**config.mk**
```make
export PLATFORM = sky130hd
export DESIGN_NAME = sonar_frame_receiver
export DESIGN_NICKNAME = d
export VERILOG_FILES = /design/src/sfr_pkg.sv /design/src/sfr_parser.sv /design/src/sonar_frame_receiver.sv
export SDC_FILE = /design/constraint.sdc
export NUM_CORES = 1
export LEC_CHECK = 0
export ABC_AREA = 1
export BUFFER_PORTS_ARGS = -buffer_cell sky130_fd_sc_hd__buf_2
export CORE_MARGIN = 1.5
export CORE_UTILIZATION = 55
export CTS_CLUSTER_SIZE = 16
export DETAILED_ROUTE_END_ITERATION = 8
export PLACE_DENSITY = 0.75
export SYNTH_ARGS = -nofsm -noshare
export SYNTH_HDL_FRONTEND = slang
export SYNTH_SLANG_ARGS = --single-unit
```
**constraint.sdc**
```tcl
create_clock -name i_clk -period 4 [get_ports i_clk]
set_input_delay 0 -clock i_clk [delete_from_list [all_inputs] [get_ports i_clk]]
set_output_delay 0 -clock i_clk [all_outputs]
set_load 0.01 [all_outputs]
```
**src/sfr_pkg.sv**
```systemverilog
// ----------------------------------------------------------------------------
// sfr_pkg
// Shared types and constants of the sonar frame receiver.
// ----------------------------------------------------------------------------
package sfr_pkg;

    // Parse phases; every 3-bit code has a meaning
    typedef enum logic [2:0] {
        PH_WAIT   = 3'd0,
        PH_START1 = 3'd1,
        PH_LENGTH = 3'd2,
        PH_MSGID  = 3'd3,
        PH_SRC    = 3'd4,
        PH_DST    = 3'd5,
        PH_DATA   = 3'd6,
        PH_CHECK  = 3'd7
    } t_phase;

    typedef enum logic [1:0] {
        ST_INCOMPLETE = 2'd0,
        ST_COMPLETE   = 2'd1,
        ST_ERROR      = 2'd2
    } t_status;

    // Configuration register indexes
    localparam logic [1:0] CFG_START_FIRST  = 2'd0;
    localparam logic [1:0] CFG_START_SECOND = 2'd1;
    localparam logic [1:0] CFG_SOURCE_ID    = 2'd2;
    localparam logic [1:0] CFG_DEST_ID      = 2'd3;

    localparam logic [7:0] START_FIRST_RST  = 8'd66;
    localparam logic [7:0] START_SECOND_RST = 8'd82;

    localparam int M_TDATA_W = 48;
    localparam int M_TUSER_W = 3;

    typedef struct packed {
        logic [7:0] start_byte_first;
        logic [7:0] start_byte_second;
        logic [7:0] source_device_id;
        logic [7:0] dest_device_id;
    } t_cfg;

    typedef struct packed {
        t_status     parse_status;
        logic        payload_valid;
        logic [7:0]  payload_byte;
        logic [7:0]  payload_index;
        logic [15:0] frame_msg_id;
        logic [8:0]  frame_length;
    } t_result;

endpackage

```
**src/sfr_parser.sv**
```systemverilog
// ----------------------------------------------------------------------------
// sfr_parser
// Frame state and one-byte-per-cycle parse step, taken while i_step is high, with the result it yields.
// ----------------------------------------------------------------------------
module sfr_parser
    import sfr_pkg::*;
#(
    parameter int MAX_PAYLOAD = 256
) (
    input  logic       i_clk,
    input  logic       i_rst_n,
    input  logic       i_step,
    input  logic [7:0] i_rx_byte,
    input  t_cfg       i_cfg,
    output t_result    o_result
);

    t_phase      r_phase,   n_phase;
    logic [8:0]  r_cnt,     n_cnt;
    logic [15:0] r_len,     n_len;
    logic [15:0] r_msg,     n_msg;
    logic [15:0] r_sum,     n_sum;
    logic [7:0]  r_ck_low,  n_ck_low;

    logic        err;
    logic        pvalid;
    logic [8:0]  cnt_inc;
    logic [15:0] sum_add;
    logic [15:0] len_full;

    assign cnt_inc  = r_cnt + 9'd1;
    assign sum_add  = r_sum + {8'd0, i_rx_byte};
    assign len_full = {i_rx_byte, r_len[7:0]};

    always_comb begin
        n_phase  = r_phase;
        n_cnt    = r_cnt;
        n_len    = r_len;
        n_msg    = r_msg;
        n_sum    = r_sum;
        n_ck_low = r_ck_low;
        err      = 1'b0;
        pvalid   = 1'b0;
        o_result.parse_status = ST_INCOMPLETE;

        unique case (r_phase)
            PH_START1: begin
                if (i_rx_byte == i_cfg.start_byte_second) begin
                    n_sum   = sum_add;
                    n_phase = PH_LENGTH;
                    n_cnt   = '0;
                end else begin
                    err = 1'b1;
                end
            end
            PH_LENGTH: begin
                n_sum = sum_add;
                if (r_cnt == 9'd0) begin
                    n_len = {8'd0, i_rx_byte};
                    n_cnt = 9'd1;
                end else begin
                    n_len = len_full;
                    n_cnt = '0;
                    if ({16'd0, len_full} > 32'(MAX_PAYLOAD)) begin
                        err = 1'b1;
                    end else begin
                        n_phase = PH_MSGID;
                    end
                end
            end
            PH_MSGID: begin
                n_sum = sum_add;
                if (r_cnt == 9'd0) begin
                    n_msg = {8'd0, i_rx_byte};
                    n_cnt = 9'd1;
                end else begin
                    n_msg   = {i_rx_byte, r_msg[7:0]};
                    n_cnt   = '0;
                    n_phase = PH_SRC;
                end
            end
            PH_SRC: begin
                if (i_rx_byte == i_cfg.source_device_id) begin
                    n_sum   = sum_add;
                    n_phase = PH_DST;
                end else begin
                    err = 1'b1;
                end
            end
            PH_DST: begin
                if (i_rx_byte == i_cfg.dest_device_id) begin
                    n_sum   = sum_add;
                    n_cnt   = '0;
                    n_phase = (r_len == 16'd0) ? PH_CHECK : PH_DATA;
                end else begin
                    err = 1'b1;
                end
            end
            PH_DATA: begin
                n_sum  = sum_add;
                pvalid = 1'b1;
                if (cnt_inc == r_len[8:0]) begin
                    n_cnt   = '0;
                    n_phase = PH_CHECK;
                end else begin
                    n_cnt = cnt_inc;
                end
            end
            PH_CHECK: begin
                if (r_cnt == 9'd0) begin
                    n_ck_low = i_rx_byte;
                    n_cnt    = 9'd1;
                end else begin
                    n_cnt = '0;
                    if ({i_rx_byte, r_ck_low} == r_sum) begin
                        n_phase = PH_WAIT;
                        o_result.parse_status = ST_COMPLETE;
                    end else begin
                        err = 1'b1;
                    end
                end
            end
            PH_WAIT: begin
                if (i_rx_byte == i_cfg.start_byte_first) begin
                    n_phase = PH_START1;
                    n_cnt   = '0;
                    n_sum   = {8'd0, i_rx_byte};
                end else begin
                    err = 1'b1;
                end
            end
        endcase

        // Drop the whole frame on any mismatch or on an oversized length
        if (err) begin
            n_phase  = PH_WAIT;
            n_cnt    = '0;
            n_len    = '0;
            n_msg    = '0;
            n_sum    = '0;
            n_ck_low = '0;
            o_result.parse_status = ST_ERROR;
        end

        o_result.payload_valid = pvalid;
        o_result.payload_byte  = pvalid ? i_rx_byte : 8'd0;
        o_result.payload_index = pvalid ? r_cnt[7:0] : 8'd0;
        o_result.frame_msg_id  = n_msg;
        o_result.frame_length  = n_len[8:0];
    end

    always_ff @(posedge i_clk) begin
        if (!i_rst_n) begin
            r_phase  <= PH_WAIT;
            r_cnt    <= '0;
            r_len    <= '0;
            r_msg    <= '0;
            r_sum    <= '0;
            r_ck_low <= '0;
        end else if (i_step) begin
            r_phase  <= n_phase;
            r_cnt    <= n_cnt;
            r_len    <= n_len;
            r_msg    <= n_msg;
            r_sum    <= n_sum;
            r_ck_low <= n_ck_low;
        end
    end

endmodule

```
**src/sonar_frame_receiver.sv**
```systemverilog
// ----------------------------------------------------------------------------
// sonar_frame_receiver
// Byte-serial receiver for ping-protocol frames: checks header bytes,
// forwards payload bytes with their index and verifies the 16-bit checksum.
// ----------------------------------------------------------------------------
//
//  channel   direction  signals                          one request is
//  -------   ---------  -------------------------------  -------------------
//  s (in)    slave      i_s_tvalid/o_s_tready/i_s_tdata  one received byte
//  m (out)   master     o_m_tvalid/i_m_tready/o_m_tdata  one parse result
//                       o_m_tuser
//  cfg       slave      i_cfg_valid/o_cfg_ready          one register write
//                       i_cfg_index/i_cfg_data
//
//  Flow: one byte per clock sustained while the sink is ready; a byte is
//  held in the input register, its parse step runs between that register
//  and the result register, which holds the result for the m channel.
//  Reset: synchronous, active low; clears frame state and valid flags and
//  loads the start-byte and device-id register defaults.
//  Stalls: while the result register is held by i_m_tready low, the input
//  register still takes one byte; further bytes wait on o_s_tready.
//  The config port always accepts; write it only while the block is idle.
// ----------------------------------------------------------------------------
module sonar_frame_receiver
    import sfr_pkg::*;
#(
    parameter int MAX_PAYLOAD = 256
) (
    input  logic                 i_clk,
    input  logic                 i_rst_n,
    // input bytes
    input  logic                 i_s_tvalid,
    output logic                 o_s_tready,
    input  logic [7:0]           i_s_tdata,   // [7:0] rx_byte
    // parse results
    output logic                 o_m_tvalid,
    input  logic                 i_m_tready,
    // [7:0] payload_byte, [15:8] payload_index, [31:16] frame_msg_id,
    // [40:32] frame_length, [47:41] zero
    output logic [M_TDATA_W-1:0] o_m_tdata,
    // [1:0] parse_status, [2] payload_valid
    output logic [M_TUSER_W-1:0] o_m_tuser,
    // configuration writes
    input  logic                 i_cfg_valid,
    output logic                 o_cfg_ready,
    input  logic [1:0]           i_cfg_index,
    input  logic [7:0]           i_cfg_data
);

    t_cfg    r_cfg;
    logic    r_in_valid;
    logic [7:0] r_in_byte;
    logic    r_out_valid;
    t_result r_out;
    t_result step_result;
    logic    advance;

    // The parse step moves a byte into the result register when that
    // register is empty or being emptied this cycle.
    assign advance     = r_in_valid && (!r_out_valid || i_m_tready);
    assign o_s_tready  = !r_in_valid || advance;
    assign o_cfg_ready = 1'b1;

    // Configuration registers
    always_ff @(posedge i_clk) begin
        if (!i_rst_n) begin
            r_cfg.start_byte_first  <= START_FIRST_RST;
            r_cfg.start_byte_second <= START_SECOND_RST;
            r_cfg.source_device_id  <= '0;
            r_cfg.dest_device_id    <= '0;
        end else if (i_cfg_valid) begin
            unique case (i_cfg_index)
                CFG_START_FIRST:  r_cfg.start_byte_first  <= i_cfg_data;
                CFG_START_SECOND: r_cfg.start_byte_second <= i_cfg_data;
                CFG_SOURCE_ID:    r_cfg.source_device_id  <= i_cfg_data;
                CFG_DEST_ID:      r_cfg.dest_device_id    <= i_cfg_data;
            endcase
        end
    end

    // Input register: hold the byte until the parse step takes it
    always_ff @(posedge i_clk) begin
        if (!i_rst_n) begin
            r_in_valid <= 1'b0;
        end else if (o_s_tready) begin
            r_in_valid <= i_s_tvalid;
        end
    end

    always_ff @(posedge i_clk) begin
        if (i_s_tvalid && o_s_tready) begin
            r_in_byte <= i_s_tdata;
        end
    end

    sfr_parser #(
        .MAX_PAYLOAD (MAX_PAYLOAD)
    ) u_parser (
        .i_clk     (i_clk),
        .i_rst_n   (i_rst_n),
        .i_step    (advance),
        .i_rx_byte (r_in_byte),
        .i_cfg     (r_cfg),
        .o_result  (step_result)
    );

    // Result register: hold while the sink stalls
    always_ff @(posedge i_clk) begin
        if (!i_rst_n) begin
            r_out_valid <= 1'b0;
        end else if (advance) begin
            r_out_valid <= 1'b1;
        end else if (i_m_tready) begin
            r_out_valid <= 1'b0;
        end
    end

    always_ff @(posedge i_clk) begin
        if (advance) begin
            r_out <= step_result;
        end
    end

    assign o_m_tvalid = r_out_valid;
    assign o_m_tdata  = {7'd0, r_out.frame_length, r_out.frame_msg_id,
                         r_out.payload_index, r_out.payload_byte};
    assign o_m_tuser  = {r_out.payload_valid, r_out.parse_status};

endmodule
```
==> flow_metrics.tcl, run 1 <==
set metrics [dict create \
    drc 0 \
    cp-start-kind "flip-flop" \
    critical_path_class "flip-flop to flip-flop" \
    worstPathArrival_ns 3.33 \
    cts_inserted_buffers 17 \
    drv_cap 0 \
    clk_latency_ns 0.44 \
    cts_tree "yes" \
    wl_per_cell_um 14.1 \
    htree_levels 4 \
    portBuffers 68 \
    rows 43 \
    syn_area_um2 7910 \
    outcome "complete, no violations" \
    synth.most_common_cell "nand2_1" \
    hold_path.class "primary input to flip-flop" \
    die_h_um 123 \
    postLayoutCellArea_um2 9080 \
    fin_ws_ns 1.04 \
    crit_fanout 33 \
    grt_pass1_vias 6296 \
    max_freq_mhz 338 \
    die_x_um 123 \
    yosysTopAreaCell "dfxtp_1" \
    ys_warn_count 0 \
    dieArea_um2 15100 \
    slew_violations 0 \
    drt_wl_total_mm 18.9 \
    coreArea_um2 14000 \
    areaGrowthSynthToFinish_pct 14.8 \
    dp_slack_ns 1.09 \
    drt_iter0_drc 736 \
    netlist.area_leader.share 0.258 \
    fin_cells 1339 \
    fin_crit_ns 2.96 \
    grt_max_degree 72 \
    antenna_left 0 \
    synth_ff_type "dfxtp_1" \
    vias_per_cell 5.37 \
    skew_ns 0.00561 \
    initial_core_util 0.566 \
    cts.sinks 154 \
    syn_inst 1074 \
    synth_edf_count 52 \
    yosysUniqueCellTypes 36 \
    worstMarginPinSlew_ns 1.19 \
    grt_pass1_wl_mm 30.6 \
    synth.ff_latch_count 154 \
    end_kind "flip-flop" \
    synth_common_cells "nand2_1, nor2_1, dfxtp_1, inv_1, o21ai_0" \
    placed_area_um2 8270 \
    grt_usage 0.262 \
    yosys-top-cells-area "dfxtp_1, edfxtp_1, nand2_1" \
    syn_area_per_cell_um2 7.37 \
    path_clk_slew_ns 0.07 \
    overflow 0 \
    ys_seq_area_frac 0.455 \
    rsz0062_at_grt "no" \
    dp.cells 1284 \
    slew_headroom 0.205 \
    fin_total_pwr_uw 3880 \
    async_flop_share 0 \
    cts_root_buf "clkbuf_16" \
    drt_first_pass_iters 7 \
    crit_required_ns 4.37 \
    clockBufferDepth 2 \
    antenna_found_initial 0 \
    vias 7197 \
    diodes 0 \
    nNetsFinal 1180 \
    post_cts_buffers 0 \
    gp_congestion 0.960 \
    min_period_over_period 0.740 \
    leakage_uw 0.00399 \
    vdd_drop_max_mv 0.274 \
    drive_gt1_frac 0.113 \
    hold_viol 0 \
    finalSetupViolations 0 \
    cellPowerDensity_nw_per_um2 427 \
    finalSetupTns_ns 0 \
    post-dp-hpwl_mm 12.7 \
    io_pins 77 \
]
## stage by stage
step / util / hold WS, ns
after floorplan: - / 0.0989
after global placement: 0.591 / 0.177
after detailed placement: 0.591 / 0.178
after CTS: 0.649 / 0.00181
after global routing: 0.649 / 0.0480
final: 0.649 / 0.000200
## routing by layer
layer  track usage  part of all wire  wire length (um)  vias to the layer above
li1              -                 -                 -                     3597
met1         0.349              0.44              8320                     3261
met2         0.428              0.46              8740                      307
met3        0.0503             0.081              1530                       32
met4        0.0923             0.017               323                        0
met5             0                 0                 0                        -
## sequential cells by signal, indices dropped and copies added (netlist names)
signal and flops:
o_m_tdata 41, r_cfg 32, u_parser.r_len 16, u_parser.r_msg 16
u_parser.r_sum 16, u_parser.r_cnt 9, r_in_byte 8, u_parser.r_ck_low 8
o_m_tuser 3, u_parser.r_phase 3, o_m_tvalid 1, r_in_valid 1
## area by class of cell
cell class	count	area (um2)
tap	180	225
multi-input combinational	761	3630
timing repair buffer	97	616
clock inverter	15	154
clock buffer	17	425
sequential	154	3600
fill	1246	4910
inverter	115	433
## what timing repair did
action | CTS | global route
hold buffers | 23 | 0
gates resized for setup | 0 | 0
hold endpoints to repair | 42 | 0
## critical path, stage by stage, from the launching register on
cell,delay (ns)
edfxtp_1,0.69
inv_2,0.22
nand2_1,0.11
nand2_1,0.05
nor2_1,0.11
nand2_1,0.06
nor2_1,0.09
nand2_1,0.12
a21oi_4,0.17
nand2_2,0.30
inv_2,0.58
nand3_1,0.13
nand2_1,0.09
nand2_1,0.05
nor2_1,0.10
## report_power, final
group / internal, uW / total [uW] / switching (uW)
logic: 179 / 523 / 344
clock network: 880 / 1590 / 708
registers: 1690 / 1770 / 71.6
## cells by family after synthesis
group,count (synthesis),synth area share
fa+ha+maj,11,0.0183
compound gates,179,0.115
simple gates,524,0.277
flops,154,0.455
mux,1,0.00126
buf+inv,165,0.0893
other cells,2,0.000949
xor+xnor,38,0.0421
## final timing paths
check	start	endpoint	slack [ns]	cells after the start
setup reg to reg	r_in_byte[4]$_DFFE_PP_	u_parser.r_sum[9]$_SDFFE_PN0P_	1.04	14
hold / removal	i_cfg_index[0]	r_cfg[30]$_SDFFE_PN1P_	0.0002	4
setup / recovery	r_in_byte[4]$_DFFE_PP_	u_parser.r_sum[9]$_SDFFE_PN0P_	1.04	14
hold reg to reg	u_parser.r_len[9]$_SDFFE_PN0P_	u_parser.r_len[9]$_SDFFE_PN0P_	0.44	2
## cells in the final DEF, fill, tap and decap left out, types with 6 or more instances in the layout
cell type,n
a21oi_1,77
buf_2,68
buf_4,6
clkbuf_16,17
conb_1,8
dfxtp_1,102
dlygate4sd3_1,23
edfxtp_1,52
ha_1,10
inv_1,99
inv_2,12
inv_6,6
nand2_1,261
nand3_1,68
nand4_1,18
nor2_1,141
nor3_1,9
nor3b_1,6
o21ai_0,98
or2_1,7
xnor2_1,27
xor2_1,11
Note: power is estimated with default switching activity, not from simulation.
==> inputs of run 2 (changes only) <==
- clock period: 4 -> 2.9 ns (I/O delays scaled with it)
==> run 2 against run 1 <==
Compared with the run above: total power up 39%; core utilization up 0.51 points; maximum frequency up 13%; sequential cell count unchanged; highest routed layer unchanged; routed wire length up 2.2%; setup slack worse by 0.76 ns; global-route usage up 0.56 points.
==> flow_metrics.tcl, run 2 (synthesized netlist as in run 1, its figures left out) <==
set metrics [dict create \
    diodes 0 \
    skew_ns 0.00575 \
    drt_first_pass_iters 5 \
    post-dp-hpwl_mm 13.0 \
    hold_buffers 20 \
    drive_gt1_frac 0.120 \
    cellPowerDensity_nw_per_um2 588 \
    antenna_left 0 \
    worstPathArrival_ns 2.97 \
    portBuffers 68 \
    worstMarginPinSlew_ns 1.14 \
    finalSetupTns_ns 0 \
    vias_per_cell 5.36 \
    cts_inserted_buffers 17 \
    cp-start-kind "flip-flop" \
    outcome "complete, no violations" \
    layout_common_cells "nand2_1, nor2_1, dfxtp_1, inv_1, o21ai_0" \
    largest_reg_flops 41 \
    hold_viol 0 \
    rows 43 \
    coreArea_um2 14000 \
    cts_resized 0 \
    clockBufferDepth 2 \
    cts_tree "yes" \
    finalSetupViolations 0 \
    crit_fanout 21 \
    fin_cells 1347 \
    cp_slowest_cell "edfxtp_1" \
    grt_pass1_vias 6586 \
    drt_iter0_drc 825 \
    critPathTopFamily "simple AND/OR/NAND/NOR gates" \
    fin_ws_ns 0.280 \
    crit_top_cell "nand2_1" \
    crit_required_ns 3.25 \
    clk_latency_ns 0.43 \
    min_period_over_period 0.903 \
    vias 7215 \
    rsz0062_at_grt "no" \
    fin_util 0.654 \
    end_kind "flip-flop" \
    die_x_um 123 \
    dp_slack_ns 0.351 \
    nNetsFinal 1188 \
    cts_root_buf "clkbuf_16" \
    dieArea_um2 15100 \
    drv_cap 0 \
    htree_levels 4 \
    post_cts_buffers 0 \
    layout_commonest_cell "nand2_1" \
    drc 0 \
    dp.cells 1295 \
    max_freq_mhz 382 \
    antenna_found_initial 0 \
    die_h_um 123 \
    cp_slowest_stage_delay_ns 0.74 \
    drt_wl_total_mm 19.3 \
    critical_path_class "flip-flop to flip-flop" \
    fin_total_pwr_uw 5380 \
    leakage_uw 0.00403 \
    areaGrowthSynthToFinish_pct 15.7 \
    path_clk_slew_ns 0.06 \
    fill_cells 1231 \
    hold_path.class "primary input to flip-flop" \
    io_pins 77 \
    fin_crit_ns 2.62 \
    slew_headroom 0.236 \
    grt_usage 0.268 \
    grt_pass1_wl_mm 31.5 \
    slew_violations 0 \
    wl_per_cell_um 14.4 \
    crit_chain "inv_2, nand2_1, nand2_1, nor2_1, nand2_1, nor2_1, nand2_1, a21oi_4, nand2_2, inv_2, buf_12, nand2_1, a21oi_1" \
    vdd_drop_max_mv 0.557 \
    grt_max_degree 72 \
    initial_core_util 0.566 \
    overflow 0 \
    cts.sinks 154 \
    gp_congestion 0.891 \
    crit_buf_inv 3 \
]
run 2: layer usage:
layer / routed length, um / track usage / up-vias
li1: - / - / 3618
met1: 8690 / 0.349 / 3266
met2: 8840 / 0.432 / 283
met3: 1200 / 0.0535 / 48
met4: 613 / 0.118 / 0
met5: 0 / 0 / -
run 2: worst paths after layout:
check | endpoint | cells past startpoint | slack [ns] | start
max | u_parser.r_len[6]$_SDFFE_PN0P_ | 13 | 0.28 | r_in_byte[0]$_DFFE_PP_
min | r_cfg[22]$_SDFFE_PN1P_ | 5 | 0.06 | i_cfg_index[0]
min reg2reg | u_parser.r_len[9]$_SDFFE_PN0P_ | 2 | 0.44 | u_parser.r_len[9]$_SDFFE_PN0P_
max reg2reg | u_parser.r_len[6]$_SDFFE_PN0P_ | 13 | 0.28 | r_in_byte[0]$_DFFE_PP_
run 2: area by class of cell:
cell class | count | area, um2 | area share
clock inverters | 13 | 143 | 0.0156
multi-input cells | 761 | 3630 | 0.396
flip-flops and latches | 154 | 3600 | 0.394
well taps | 180 | 225 | 0.0246
repair buffers | 105 | 681 | 0.0744
clock buffers | 19 | 443 | 0.0484
inverters | 115 | 433 | 0.0473
run 2: through the flow:
stage          cell area, um2  hold WS (ns)
6_report                 9150        0.0571
5_1_grt                  9150        0.0961
4_1_cts                  9150        0.0442
3_5_place_dp             8370         0.178
3_3_place_gp             8370         0.177
2_1_floorplan            7940        0.0989
run 2: power by group:
part           leakage [uW]  internal, uW  switching, uW
Clock              0.000274          1290            900
Combinational       0.00242           269            482
Sequential          0.00134          2340           96.5
run 2: worst reg2reg max path: cells and delay by family, from the launching register on:
kind            cells  cell delay, ns
buf+inv             3            0.67
simple gates        8            0.81
flops               1            0.74
compound gates      2            0.33
==> inputs of run 3 (changes only) <==
==> constraint.sdc (replaced) <==
create_clock -name i_clk -period 2.9 [get_ports i_clk]
set_input_delay 0 -clock i_clk [delete_from_list [all_inputs] [get_ports i_clk]]
set_output_delay 0 -clock i_clk [all_outputs]
set_load 0.05 [all_outputs]
==> run 3 against run 2 <==
Compared with the run above: setup slack worse by 0.027 ns; combinational power increased by 15%; final area rose by 0.59%; register-to-register slack worse by 0.03 ns; core utilization up 0.38 points; final cell count grew 0.37%; critical path depth stayed put; total power grew 3.4%; sequential cell count is the same; critical path type unchanged.
==> flow_metrics.tcl, run 3 (synthesized netlist as in run 1, its figures left out) <==
set metrics [dict create \
    outcome "complete, no violations" \
    placed_area_um2 8350 \
    postLayoutCellArea_um2 9210 \
    hold_viol 0 \
    layout_commonest_cell "nand2_1" \
    use_met2 0.449 \
    grt_usage 0.277 \
    switching_share 0.296 \
    dp_slack_ns 0.283 \
    fin_total_pwr_uw 5560 \
    ff2ff_path_depth 13 \
    rows 43 \
    layout_common_cells "nand2_1, nor2_1, dfxtp_1, inv_1, o21ai_0" \
    critical_path_class "flip-flop to flip-flop" \
    r2r_setup_slack_ns 0.25 \
    min_period_over_period 0.913 \
    cts_root_buf "clkbuf_16" \
    dieArea_um2 15100 \
    coreArea_um2 14000 \
    hold_depth 5 \
    portBuffers 68 \
    io_pins 77 \
    slew_headroom 0.230 \
    htree_levels 4 \
    die_h_um 123 \
    fin_cells 1352 \
    grt_pass1_vias 6663 \
    worstMarginPinSlew_ns 1.15 \
    grt_pass1_wl_mm 32.4 \
    clockBufferDepth 2 \
    diodes 0 \
    crit_fanout 16 \
    gp_congestion 0.967 \
    leakage_uw 0.00407 \
    finalSetupTns_ns 0 \
    p_int_uw 3920 \
    hold_path.class "primary input to flip-flop" \
    nNetsFinal 1193 \
    initial_core_util 0.566 \
    path_clk_slew_ns 0.07 \
    clk_latency_ns 0.44 \
    overflow 0 \
    areaGrowthSynthToFinish_pct 16.3 \
    grt-busiest-layer "met2" \
    slew_violations 0 \
    comb_power_share 0.155 \
    max_freq_mhz 378 \
    skew_ns 0.00955 \
    drt_first_pass_iters 6 \
    antenna_left 0 \
    grt_max_degree 94 \
    cts_inserted_buffers 17 \
    crit_required_ns 3.23 \
    grt_use_met1 0.353 \
    vias_per_cell 5.41 \
    min_from "i_cfg_index[0]" \
    drive_gt1_frac 0.125 \
    finalSetupViolations 0 \
    cellPowerDensity_nw_per_um2 604 \
    fill_cells 1239 \
    largest_reg_flops 41 \
    drt_wl_total_mm 19.9 \
    end_kind "flip-flop" \
    antenna_found_initial 0 \
    fin_crit_ns 2.65 \
    rr_startpoint "r_in_byte[2]$_DFFE_PP_" \
    vias 7318 \
    cts_resized 0 \
    post-dp-hpwl_mm 13.3 \
    fin_ws_ns 0.253 \
    rr_endpoint "u_parser.r_sum[4]$_SDFFE_PN0P_" \
    power_switching_uw 1640 \
    p_clk_frac 0.407 \
    wl_per_cell_um 14.7 \
    min_to "r_cfg[22]$_SDFFE_PN1P_" \
    drv_cap 0 \
    cp-start-kind "flip-flop" \
    drt_iter0_drc 690 \
    cts.sinks 154 \
    cts_tree "yes" \
    rsz0062_at_grt "no" \
    worstPathArrival_ns 2.98 \
    dp.cells 1292 \
    die_x_um 123 \
    vdd_drop_max_mv 0.374 \
    drc 0 \
    p_seq_frac 0.438 \
    met3_usage 0.0715 \
]
## run 3: area by class of cell
type	count	area, um2	share of cell area
clock buffers	18	439	0.0477
clock inverters	14	160	0.0174
inverters	115	433	0.0470
multi-input cells	761	3630	0.394
flip-flops and latches	154	3600	0.391
well taps	180	225	0.0245
repair buffers	110	721	0.0783
## run 3: worst max-delay path by stage
stage                                 start                         endpoint  slack (ns)
CTS                  r_in_byte[0]$_DFFE_PP_  u_parser.r_sum[12]$_SDFFE_PN0P_        0.21
global route         r_in_byte[2]$_DFFE_PP_   u_parser.r_sum[4]$_SDFFE_PN0P_        0.02
floorplan           o_m_tvalid$_SDFFE_PN0P_       o_m_tdata[0]$_SDFFCE_PN0P_        0.59
finish               r_in_byte[2]$_DFFE_PP_   u_parser.r_sum[4]$_SDFFE_PN0P_        0.25
global placement     r_in_byte[1]$_DFFE_PP_  u_parser.r_sum[13]$_SDFFE_PN0P_        0.30
detailed placement   r_in_byte[1]$_DFFE_PP_   u_parser.r_sum[4]$_SDFFE_PN0P_        0.28
## run 3: power by group through the flow
stage	combinational, uW	clock [uW]	sequential (uW)
final	863	2260	2430
after global routing	959	2360	2440
after floorplan	560	0	2530
after CTS	841	2280	2440
after detailed placement	808	0	2480
after global placement	802	0	2480
## run 3: repair_timing
action | 4_1_cts | 5_1_grt
buffers inserted | 0 | 7
endpoints found under the setup margin | 0 | 19
hold endpoints to repair | 42 | 0
hold buffers | 21 | 0
## run 3: routing by layer
| metal | wire, um | share of wire |
|---|---|---|
| met5 | 0 | 0 |
| met1 | 8540 | 0.43 |
| met2 | 9260 | 0.46 |
| met3 | 1590 | 0.080 |
| met4 | 529 | 0.027 |
## run 3: through the flow
| step | hold slack, ns | utilization |
|---|---|---|
| after floorplan | 0.0989 | - |
| after global placement | 0.177 | 0.597 |
| after detailed placement | 0.179 | 0.597 |
| after CTS | 0.0364 | 0.654 |
| after global routing | 0.0535 | 0.658 |
| final | 0.0446 | 0.658 |
## run 3: worst max-delay path, stage by stage (launching register included)
cell and delay [ns]:
edfxtp_1 0.74, inv_2 0.19, nand2_1 0.10, nand2_1 0.05, nor2_1 0.12, nand2_1 0.06
nor2_1 0.10, nand2_1 0.13, a21oi_4 0.17, nand2_2 0.18, nand2_4 0.18, nand2_2 0.22
o21ai_0 0.21, nor2_1 0.06
